--- src/sv/tle_pkg.sv ---
// Shared types and constants for the terminal line editor.
package tle_pkg;

  // Line geometry
  localparam int unsigned LINE_CHARS = 32;
  localparam int unsigned IDX_W      = $clog2(LINE_CHARS);
  localparam int unsigned CNT_W      = $clog2(LINE_CHARS + 1);
  localparam int unsigned ERASE_W    = 6;

  // Character codes
  localparam logic [7:0] ChLf     = 8'h0A;
  localparam logic [7:0] ChCr     = 8'h0D;
  localparam logic [7:0] ChBs     = 8'h08;
  localparam logic [7:0] ChKill   = 8'h15;
  localparam logic [7:0] ChWerase = 8'h17;
  localparam logic [7:0] ChSpace  = 8'h20;
  localparam logic [7:0] ChTilde  = 8'h7E;

  // Result kinds
  typedef enum logic [1:0] {
    KindEcho  = 2'd0,
    KindErase = 2'd1,
    KindCrlf  = 2'd2,
    KindLine  = 2'd3
  } kind_e;

  // One result request from the controller to the output register
  typedef struct packed {
    logic               valid;
    kind_e              kind;
    logic [7:0]         ch;
    logic [ERASE_W-1:0] cnt;
    logic               last;
  } res_t;

  // Line store port request
  typedef struct packed {
    logic             we;
    logic             re;
    logic [IDX_W-1:0] addr;
    logic [7:0]       wdata;
  } mem_req_t;

  // Controller status
  typedef struct packed {
    logic             idle;
    logic [CNT_W-1:0] fill;
  } status_t;

endpackage

--- src/sv/tle_line_store.sv ---
// Single-port line store with registered read data.
module tle_line_store (
  input  logic              clk_i,
  input  tle_pkg::mem_req_t req_i,
  output logic [7:0]        rdata_o
);
  import tle_pkg::*;

  logic [7:0] mem_q [LINE_CHARS];
  logic [7:0] rdata_q;

  // write port
  always_ff @(posedge clk_i) begin
    if (req_i.we) begin
      mem_q[req_i.addr] <= req_i.wdata;
    end
  end

  // read port, registered; data holds until the next read
  always_ff @(posedge clk_i) begin
    if (req_i.re) begin
      rdata_q <= mem_q[req_i.addr];
    end
  end

  assign rdata_o = rdata_q;

endmodule

--- src/sv/tle_ctrl.sv ---
// Edit sequencer: decodes each byte and reads, modifies and writes the line store.
module tle_ctrl (
  input  logic              clk_i,
  input  logic              rst_ni,
  input  logic              in_valid_i,
  input  logic [7:0]        byte_in_i,
  input  logic              slot_free_i,
  input  logic [7:0]        rdata_i,
  output tle_pkg::mem_req_t mem_req_o,
  output tle_pkg::res_t     res_o,
  output tle_pkg::status_t  status_o
);
  import tle_pkg::*;

  typedef enum logic [2:0] {
    StIdle,
    StExec,
    StAppLf,
    StRdReq,
    StRdEmit,
    StWwReq,
    StWwChk,
    StWwOut
  } state_e;

  localparam logic [CNT_W-1:0] LineMax = CNT_W'(LINE_CHARS);
  localparam logic [CNT_W-1:0] CntOne  = CNT_W'(1);

  state_e           state_q, state_d;
  logic [7:0]       byte_q, byte_d;
  logic [CNT_W-1:0] fill_q, fill_d;
  logic [CNT_W-1:0] len_q, len_d;
  logic [IDX_W-1:0] idx_q, idx_d;
  logic [CNT_W-1:0] removed_q, removed_d;
  logic             space_ph_q, space_ph_d;

  logic             is_sp;
  logic             rd_last;
  logic [CNT_W-1:0] fill_m1;

  assign is_sp   = (rdata_i == ChSpace);
  assign rd_last = ({1'b0, idx_q} == (len_q - CntOne));
  assign fill_m1 = fill_q - CntOne;

  // next state and requests
  always_comb begin
    state_d    = state_q;
    byte_d     = byte_q;
    fill_d     = fill_q;
    len_d      = len_q;
    idx_d      = idx_q;
    removed_d  = removed_q;
    space_ph_d = space_ph_q;
    res_o      = '0;
    mem_req_o  = '0;

    case (state_q)
      StIdle: begin
        if (in_valid_i) begin
          byte_d  = byte_in_i;
          state_d = StExec;
        end
      end

      StExec: begin
        if (byte_q == ChLf || byte_q == ChCr) begin
          if (slot_free_i) begin
            res_o.valid = 1'b1;
            res_o.kind  = KindCrlf;
            res_o.last  = (fill_q == '0);
            if (fill_q == '0) begin
              state_d = StIdle;
            end else begin
              len_d   = fill_q;
              state_d = StAppLf;
              // append CR if there is room
              if (fill_q < LineMax) begin
                mem_req_o.we    = 1'b1;
                mem_req_o.addr  = fill_q[IDX_W-1:0];
                mem_req_o.wdata = ChCr;
                len_d           = fill_q + CntOne;
              end
            end
          end
        end else if (byte_q == ChBs) begin
          if (slot_free_i) begin
            res_o.valid = 1'b1;
            res_o.kind  = KindErase;
            res_o.cnt   = ERASE_W'(1);
            res_o.last  = 1'b1;
            if (fill_q != '0) begin
              fill_d = fill_m1;
            end
            state_d = StIdle;
          end
        end else if (byte_q == ChKill) begin
          if (slot_free_i) begin
            res_o.valid = 1'b1;
            res_o.kind  = KindErase;
            res_o.cnt   = ERASE_W'(fill_q);
            res_o.last  = 1'b1;
            fill_d      = '0;
            state_d     = StIdle;
          end
        end else if (byte_q == ChWerase) begin
          removed_d  = '0;
          space_ph_d = 1'b1;
          state_d    = StWwReq;
        end else if (byte_q >= ChSpace && byte_q <= ChTilde) begin
          if (slot_free_i) begin
            res_o.valid = 1'b1;
            res_o.kind  = KindEcho;
            res_o.ch    = byte_q;
            res_o.last  = 1'b1;
            if (fill_q < LineMax) begin
              mem_req_o.we    = 1'b1;
              mem_req_o.addr  = fill_q[IDX_W-1:0];
              mem_req_o.wdata = byte_q;
              fill_d          = fill_q + CntOne;
            end
            state_d = StIdle;
          end
        end else begin
          state_d = StIdle;
        end
      end

      // append LF if there is still room, then start streaming
      StAppLf: begin
        if (len_q < LineMax) begin
          mem_req_o.we    = 1'b1;
          mem_req_o.addr  = len_q[IDX_W-1:0];
          mem_req_o.wdata = ChLf;
          len_d           = len_q + CntOne;
        end
        idx_d   = '0;
        state_d = StRdReq;
      end

      StRdReq: begin
        mem_req_o.re   = 1'b1;
        mem_req_o.addr = idx_q;
        state_d        = StRdEmit;
      end

      // one line char per cycle while the output slot is free; next read issued with each emit
      StRdEmit: begin
        if (slot_free_i) begin
          res_o.valid = 1'b1;
          res_o.kind  = KindLine;
          res_o.ch    = rdata_i;
          res_o.last  = rd_last;
          if (rd_last) begin
            fill_d  = '0;
            state_d = StIdle;
          end else begin
            mem_req_o.re   = 1'b1;
            mem_req_o.addr = idx_q + IDX_W'(1);
            idx_d          = idx_q + IDX_W'(1);
          end
        end
      end

      // erase word: read the char before the fill point
      StWwReq: begin
        if (fill_q == '0) begin
          state_d = StWwOut;
        end else begin
          mem_req_o.re   = 1'b1;
          mem_req_o.addr = fill_m1[IDX_W-1:0];
          state_d        = StWwChk;
        end
      end

      StWwChk: begin
        if (space_ph_q && is_sp) begin
          fill_d    = fill_m1;
          removed_d = removed_q + CntOne;
          state_d   = StWwReq;
        end else if (!is_sp) begin
          fill_d     = fill_m1;
          removed_d  = removed_q + CntOne;
          space_ph_d = 1'b0;
          state_d    = StWwReq;
        end else begin
          state_d = StWwOut;
        end
      end

      StWwOut: begin
        if (removed_q == '0) begin
          state_d = StIdle;
        end else if (slot_free_i) begin
          res_o.valid = 1'b1;
          res_o.kind  = KindErase;
          res_o.cnt   = ERASE_W'(removed_q);
          res_o.last  = 1'b1;
          state_d     = StIdle;
        end
      end

      default: begin
        state_d = StIdle;
      end
    endcase
  end

  always_ff @(posedge clk_i or negedge rst_ni) begin
    if (!rst_ni) begin
      state_q    <= StIdle;
      fill_q     <= '0;
      len_q      <= '0;
      idx_q      <= '0;
      removed_q  <= '0;
      space_ph_q <= 1'b0;
    end else begin
      state_q    <= state_d;
      fill_q     <= fill_d;
      len_q      <= len_d;
      idx_q      <= idx_d;
      removed_q  <= removed_d;
      space_ph_q <= space_ph_d;
    end
  end

  // byte register carries payload only
  always_ff @(posedge clk_i) begin
    byte_q <= byte_d;
  end

  assign status_o.idle = (state_q == StIdle);
  assign status_o.fill = fill_q;

endmodule

--- src/sv/terminal_line_editor.sv ---
// Terminal line editor top level: sequencer, line store and output register.
// Each result is decoded from the registered byte and held in the output register.
// A new byte is accepted only while the sequencer is idle, after the previous byte's
// results are issued; a line end streams the line off the store's read port, one char
// per cycle while the output is free, and erase word walks back one char at a time.
// Reset clears the fill count and control; the line store itself is not cleared.
module terminal_line_editor (
  input  logic                        clk_i,
  input  logic                        rst_ni,
  input  logic                        in_valid_i,
  output logic                        in_ready_o,
  input  logic [7:0]                  byte_in_i,
  output logic                        out_valid_o,
  input  logic                        out_ready_i,
  output logic [1:0]                  kind_o,
  output logic [7:0]                  char_value_o,
  output logic [tle_pkg::ERASE_W-1:0] erase_count_o,
  output logic                        last_o
);
  import tle_pkg::*;

  mem_req_t           mem_req;
  res_t               res;
  status_t            status;
  logic [7:0]         rdata;
  logic               slot_free;

  logic               out_valid_q;
  kind_e              kind_q;
  logic [7:0]         char_q;
  logic [ERASE_W-1:0] cnt_q;
  logic               last_q;

  assign slot_free  = !out_valid_q || out_ready_i;
  assign in_ready_o = status.idle;

  tle_ctrl u_ctrl (
    .clk_i       (clk_i),
    .rst_ni      (rst_ni),
    .in_valid_i  (in_valid_i),
    .byte_in_i   (byte_in_i),
    .slot_free_i (slot_free),
    .rdata_i     (rdata),
    .mem_req_o   (mem_req),
    .res_o       (res),
    .status_o    (status)
  );

  tle_line_store u_store (
    .clk_i   (clk_i),
    .req_i   (mem_req),
    .rdata_o (rdata)
  );

  // output register valid
  always_ff @(posedge clk_i or negedge rst_ni) begin
    if (!rst_ni) begin
      out_valid_q <= 1'b0;
    end else if (res.valid) begin
      out_valid_q <= 1'b1;
    end else if (out_ready_i) begin
      out_valid_q <= 1'b0;
    end
  end

  // output register payload
  always_ff @(posedge clk_i) begin
    if (res.valid) begin
      kind_q <= res.kind;
      char_q <= res.ch;
      cnt_q  <= res.cnt;
      last_q <= res.last;
    end
  end

  assign out_valid_o   = out_valid_q;
  assign kind_o        = kind_q;
  assign char_value_o  = char_q;
  assign erase_count_o = cnt_q;
  assign last_o        = last_q;

  // a new result is only loaded into a free or draining slot
  a_res_slot: assert property (@(posedge clk_i) disable iff (!rst_ni)
    res.valid |-> slot_free)
    else $error("result issued into a busy output register");

  // fill count never runs past the line size
  a_fill_max: assert property (@(posedge clk_i) disable iff (!rst_ni)
    status.fill <= CNT_W'(LINE_CHARS))
    else $error("fill count exceeds line size");

  // an accepted byte takes the sequencer out of idle
  a_accept_busy: assert property (@(posedge clk_i) disable iff (!rst_ni)
    (in_valid_i && in_ready_o) |=> !status.idle)
    else $error("sequencer stayed idle after accepting a byte");

  // erase and CRLF results carry no character
  a_no_char: assert property (@(posedge clk_i) disable iff (!rst_ni)
    (out_valid_o && (kind_o == KindErase || kind_o == KindCrlf)) |-> (char_value_o == 8'd0))
    else $error("erase or CRLF result carries a character");

endmodule
--- config.mk ---
export PLATFORM = sky130hd
export DESIGN_NAME = terminal_line_editor
export DESIGN_NICKNAME = d
export VERILOG_FILES = /design/src/sv/tle_pkg.sv /design/src/sv/tle_line_store.sv /design/src/sv/tle_ctrl.sv /design/src/sv/terminal_line_editor.sv
export SDC_FILE = /design/constraint.sdc
export NUM_CORES = 1
export LEC_CHECK = 0
export ABC_AREA = 1
export BUFFER_PORTS_ARGS = -buffer_cell sky130_fd_sc_hd__buf_4
export CAP_MARGIN = 10
export CORE_MARGIN = 1.5
export CORE_UTILIZATION = 60
export DETAILED_ROUTE_END_ITERATION = 8
export HOLD_SLACK_MARGIN = 0.06
export PLACE_DENSITY = 0.75
export SETUP_SLACK_MARGIN = 0.4
export SLEW_MARGIN = 20
export SYNTH_ARGS = -nofsm -noshare
export SYNTH_HDL_FRONTEND = slang
export SYNTH_SLANG_ARGS = --single-unit
--- constraint.sdc ---
create_clock -name clk_i -period 9.1 [get_ports clk_i]
set_input_delay 1.82 -clock clk_i [delete_from_list [all_inputs] [get_ports clk_i]]
set_output_delay 1.82 -clock clk_i [all_outputs]
set_load 0.02 [all_outputs]
* Word-level counts from Yosys, hierarchy flattened
Memories as Yosys holds them, arrays and structs flattened. A register that Yosys moved wholly into a read port is not among the register bits.
Cells that the tools add are included.
** Word-level totals
- Register bits :: 53
- Memory bits (writable) :: 256
- Output and inout port bits :: 19
- Memories kept :: 1
** Cells by class
- Add/sub/neg operators :: 6
- $lt $le $gt $ge :: 4
- Equal/unequal tests :: 36
- Mux-type cells :: 115
- Reduce and logical (&&, ||, !) cells :: 21
** Memories
- u_store.mem_q :: words 32, width 8, read ports 1, clocked after Yosys merged registers in 1, write ports 1, RTL line tle_line_store.sv:9 : logic [7:0] mem_q [LINE_CHARS];
** Operator list (number)
- $mux 6 :: 28
- $mux 13 :: 11
- $mux 3 :: 18
- $mux 11 :: 4
- $pmux 6 s2 :: 3
- $pmux 8 s2 :: 2
- $mux 1 :: 28
- $mux 7 :: 4
- $pmux 5 s5 :: 1
- $eq 8x4->1 const B :: 3
- $pmux 3 s8 :: 1
- $ne 2x2->1 const B :: 10
- $add 6x1->6 const B :: 3
- $pmux 6 s3 :: 1
- $eq 8x5->1 const B :: 2
- $mux 8 :: 2
- $ne 3x3->1 const B :: 5
- $mux 14 :: 1
- $eq 3x3->1 const B :: 4
- $logic_not 6->1 :: 2
- $lt 6x6->1 const B :: 2
- $sub 6x1->6 const B :: 2
- $reduce_and 11->1 :: 1
- $mux 5 :: 2
- other kinds (29) :: 42

* Logic depth before layout (Yosys ltp)
- Depth after elaboration :: 11
- Depth in mapped cells :: 22
- Mapped depth without buffers :: 21

* Modules after synthesis
A second synthesis with hierarchy kept.
** Second synthesis, totals
- Cell total of the unflattened synthesis :: 1548
- Area, all modules :: 14662.8 um^2
** Modules (own cells, without submodules)
- tle_line_store :: times used 1, cells an instance 1063, area each 11068.1 um^2
- tle_ctrl :: times used 1, cells an instance 463, area each 3039.2 um^2
- terminal_line_editor :: times used 1, cells an instance 22, area each 555.5 um^2

* Least setup slack after synthesis
Ideal clock, no wire load.
- Kind :: input to register
- From :: in out_ready_i
- To :: mem u_store.mem_q[0][3] (data pin)
- Setup time :: 0.455 ns
- Arrival :: 3.834 ns
- Required time :: 8.645 ns
- Slack :: 4.811 ns
- Stages :: 5
- Cells stage by stage :: nor2_1 buf_2 nor3_1 o311ai_0 o21ai_0
** RTL lines
- start: declaration :: RTL line terminal_line_editor.sv:14 : input logic out_ready_i,
- end: declaration :: RTL line tle_line_store.sv:9

* Worst setup path after layout
- From :: in out_ready_i
- To :: mem u_store.mem_q[24][6] (enable)
** Between the ends
- Cells in the longest elaborated chain, start to end :: 10
- Elaborated cells on any way between the ends :: 20
- Those cells by class :: mux: 19; reduce/logical: 1
** Ends and longest elaborated chain
- $logic_or 1x1->1 (*) :: RTL line terminal_line_editor.sv:34 : assign slot_free = !out_valid_q || out_ready_i;
- $mux 1 :: RTL line tle_ctrl.sv:110 : if (slot_free_i) begin
- $mux 1 :: RTL line tle_ctrl.sv:109 : end else if (byte_q >= ChSpace && byte_q <= ChTilde) begin
- $mux 1 :: RTL line tle_ctrl.sv:105 : end else if (byte_q == ChWerase) begin
- $mux 1 :: RTL line tle_ctrl.sv:96 : end else if (byte_q == ChKill) begin
- $mux 1 :: RTL line tle_ctrl.sv:85 : end else if (byte_q == ChBs) begin
- $mux 1 :: RTL line tle_ctrl.sv:66 : if (byte_q == ChLf || byte_q == ChCr) begin
- $pmux 1 s2 :: RTL line tle_ctrl.sv:57 : case (state_q)
- $mux 1 :: RTL line tle_line_store.sv:14 : if (req_i.we) begin
- $mux 1 (implied by the code) :: RTL line tle_line_store.sv:15 : mem_q[req_i.addr] <= req_i.wdata;
Every way passes the cells marked *; elsewhere a longest branch is shown, timed or not.

==> flow_summary.ini <==
[outcome]
status = finished, final reports clean

[drt]
drtIter0Drc = 1183
wl_mm = 35.9
drc = 0
avgRoutedWirePerCell_um = 19.8
wl_met2_mm = 17.3
top_layer = met4
route.met3.wl_mm = 2.84
via_per_inst = 5.78
antenna_left = 0
wl_met1_mm = 14.0
first_pass_iters = 8
vias = 10400

[sta]
fin_tns_setup_ns = 0
setup_ws_ns = 3.08
grt_setup_unrepaired = false
relSlewSlack = 0.376
layout_min_cycle_time_ns = 6.02
skew_ns = 0.0292
worstMarginPinSlew_ns = 0.935
fmax_mhz = 166
hold_viol = 0
finalCritPeriodShare = 0.662
holdWs_ns = 0.498
setup_viol = 0
slew_violations = 0

[synthesis]
ys_seq_area_frac = 0.659
ys_seq_elements = 317
synth_top_family_by_area = simple AND/OR/NAND/NOR gates
ys.flop_type = edfxtp_1
synthMuxAreaShare = 0
yosysWarnings = 0
synthCells = 1400
synth_top_area_frac = 0.610
synthTopCellsByArea = edfxtp_1, nand2_1, nand3_1, dfrtp_1, nor2_1
syn_area_um2 = 14200
synth_edf_count = 289
synth_top_area_cell = edfxtp_1
avgSynthCellArea_um2 = 10.2
synthAdderAreaFrac = 0.00967
synthArstFlopShare = 0.0883
yosysUniqueCellTypes = 43
synth-simple-area-share = 0.242
synth_xor_area_frac = 0.00862
synth_compound_area_frac = 0.0419

[cts]
clock_latency_ns = 0.53
cts_num_sinks = 317
htree_levels = 2
cts-resized-gates = 0
cts_tree = done
clk_path_buf_depth = 3
cts-root-buf = clkbuf_16
cts_made_buffers = 34
post_cts_buffers = 0
path_clk_slew_ns = 0.06
holdBufCountCts = 0

[critical_path]
crit_required_ns = 9.24
path_common_cell = nand2_1
setup.worst_path.end = u_store.mem_q[24][6]
critPathCaptureType = register
timing.rr.end = u_store.mem_q[23][3]
crit_type = input pin to register
crit_start = out_ready_i
crit_family = simple AND/OR/NAND/NOR gates
cpMaxStageDelayCell = nand2_4
r2r_start = u_ctrl.fill_q[5]
cp.arrival_ns = 6.16
max_stage_delay_ns = 0.77
startpoint_type = input pin
crit_chain = buf_4, nor2_1, clkinv_1, nand3_1, nand2_1, nand3_1, nand2_1, inv_2, nand2_4, nand2_4, nand2_1, inv_2, nand2_1, nor2_1
rrSetupSlack_ns = 3.66
path_buf_inv = 4
path_depth = 14
crit_fanout = 64
reg2regPathDepth = 15

[floorplanning]
io_pins = 31
fp-row-count = 56
die_x_um = 157
start_util = 0.608
die_height_um = 157
dieArea_um2 = 24600
core-area_um2 = 23400

[power_and_ir_drop]
power_w = 0.00352
p_leak_nw = 6.17
ir_worst_vdd_mv = 0.186
power.density_nw_per_um2 = 221

[worst_hold_path]
whs_path_depth = 2
hp-class = register to register

[global_route]
antenna_found_initial = 0
grt_max_degree = 65
grt_usage = 0.298
grt_pass1_wl_mm = 54.6
gr-total-overflow = 0
grt_pass1_vias = 9968

[placed_design]
place_congestion = 0.958
dp_hpwl_mm = 22.5
place_ws_ns = 2.67
port-buffer-count = 30

[finish]
nNetsFinal = 1488
drive_above_1_share = 0.0920
seqCellArea_um2 = 9380
nFillCells = 1806
antenna_cells = 0
multi_input_area_um2 = 4450
area_growth_pct = 12.1
final_common_cell = nand2_1
fin_util = 0.681
final_cell_mix = nand2_1, edfxtp_1, nand3_1

[run]
cap_violations = 0
[Yosys cell counts (4+ instances only)]
master	instances
a21oi_1	20
a31oi_1	6
buf_1	4
buf_2	21
clkbuf_1	17
dfrtp_1	28
edfxtp_1	289
ha_1	11
inv_1	75
inv_2	14
nand2_1	502
nand2_2	5
nand3_1	152
nand4_1	5
nor2_1	101
nor2_2	11
nor2_4	6
nor3_1	19
nor4_1	6
o211ai_1	4
o21ai_0	41
o21ai_1	9
o22ai_1	13
xor2_1	11
[per-layer routing]
layer	GRT usage	vias to the layer above
li1	-	4860
met1	0.380	4943
met2	0.495	520
met3	0.0468	122
met4	0.154	0
met5	0	-
[kinds of logic after synthesis]
| kind of cell | after synthesis |
|---|---|
| AND/OR/NAND/NOR | 817 |
| flip-flops | 317 |
| buffers and inverters | 135 |
| AO/OA/AOI/OAI | 105 |
| XOR/XNOR | 14 |
| adder cells (fa/ha/maj) | 11 |
| other | 1 |
[power breakdown]
part	internal [W]	switching [W]	leakage [nW]
registers	0.00164	0.0000604	2.77
logic	0.000141	0.000352	2.89
clock network	0.000761	0.000569	0.509
total	0.00254	0.000981	6.17
[final cells by class]
class | count | share of cell area
Timing Repair Buffer | 43 | 0.0202
Tap cell | 319 | 0.0250
Inverter | 90 | 0.0212
Multi-Input combinational cell | 979 | 0.279
Clock buffer | 42 | 0.0559
Clock inverter | 18 | 0.0107
Sequential cell | 317 | 0.588
[metrics by stage]
stage | cell area [µm²] | cells
6_report | 15900 | 1808
5_1_grt | 15900 | 1808
4_1_cts | 15900 | 1808
3_5_place_dp | 14900 | 1748
3_3_place_gp | 14900 | 1748
2_1_floorplan | 14300 | 1431
[worst register-to-register path: stages (launching register included)]
cell     delay (ns)
dfrtp_1        0.66
inv_2          0.21
nand4_1        0.29
nand2_1        0.23
inv_2          0.10
nand2_1        0.05
nand2_1        0.07
inv_1          0.05
nand2_1        0.08
inv_2          0.05
nand2_4        0.55
nand2_4        0.65
nor2_4         0.26
buf_4          0.54
nand2_1        0.57
nor2_1         0.72
[sequential cells by signal, summed over array words and instances, names as in the netlist]
register	count
u_store.rdata_o	8
erase_count_o	6
char_value_o	8
u_ctrl.byte_q	8
u_ctrl.state_q	3
u_ctrl.len_q	6
kind_o	2
out_valid_o	1
u_ctrl.removed_q	6
last_o	1
u_ctrl.space_ph_q	1
u_ctrl.idx_q	5
u_store.mem_q	256
u_ctrl.fill_q	6
[worst min-delay path by stage]
stage | from | endpoint | slack [ns]
2_1_floorplan | u_ctrl.space_ph_q | u_ctrl.space_ph_q | 0.45
3_3_place_gp | u_ctrl.space_ph_q | u_ctrl.space_ph_q | 0.47
3_5_place_dp | u_ctrl.space_ph_q | u_ctrl.space_ph_q | 0.48
4_1_cts | u_ctrl.space_ph_q | u_ctrl.space_ph_q | 0.50
5_1_grt | u_ctrl.space_ph_q | u_ctrl.space_ph_q | 0.55
6_report | u_ctrl.space_ph_q | u_ctrl.space_ph_q | 0.50
Note: power is estimated with default switching activity, not from simulation.
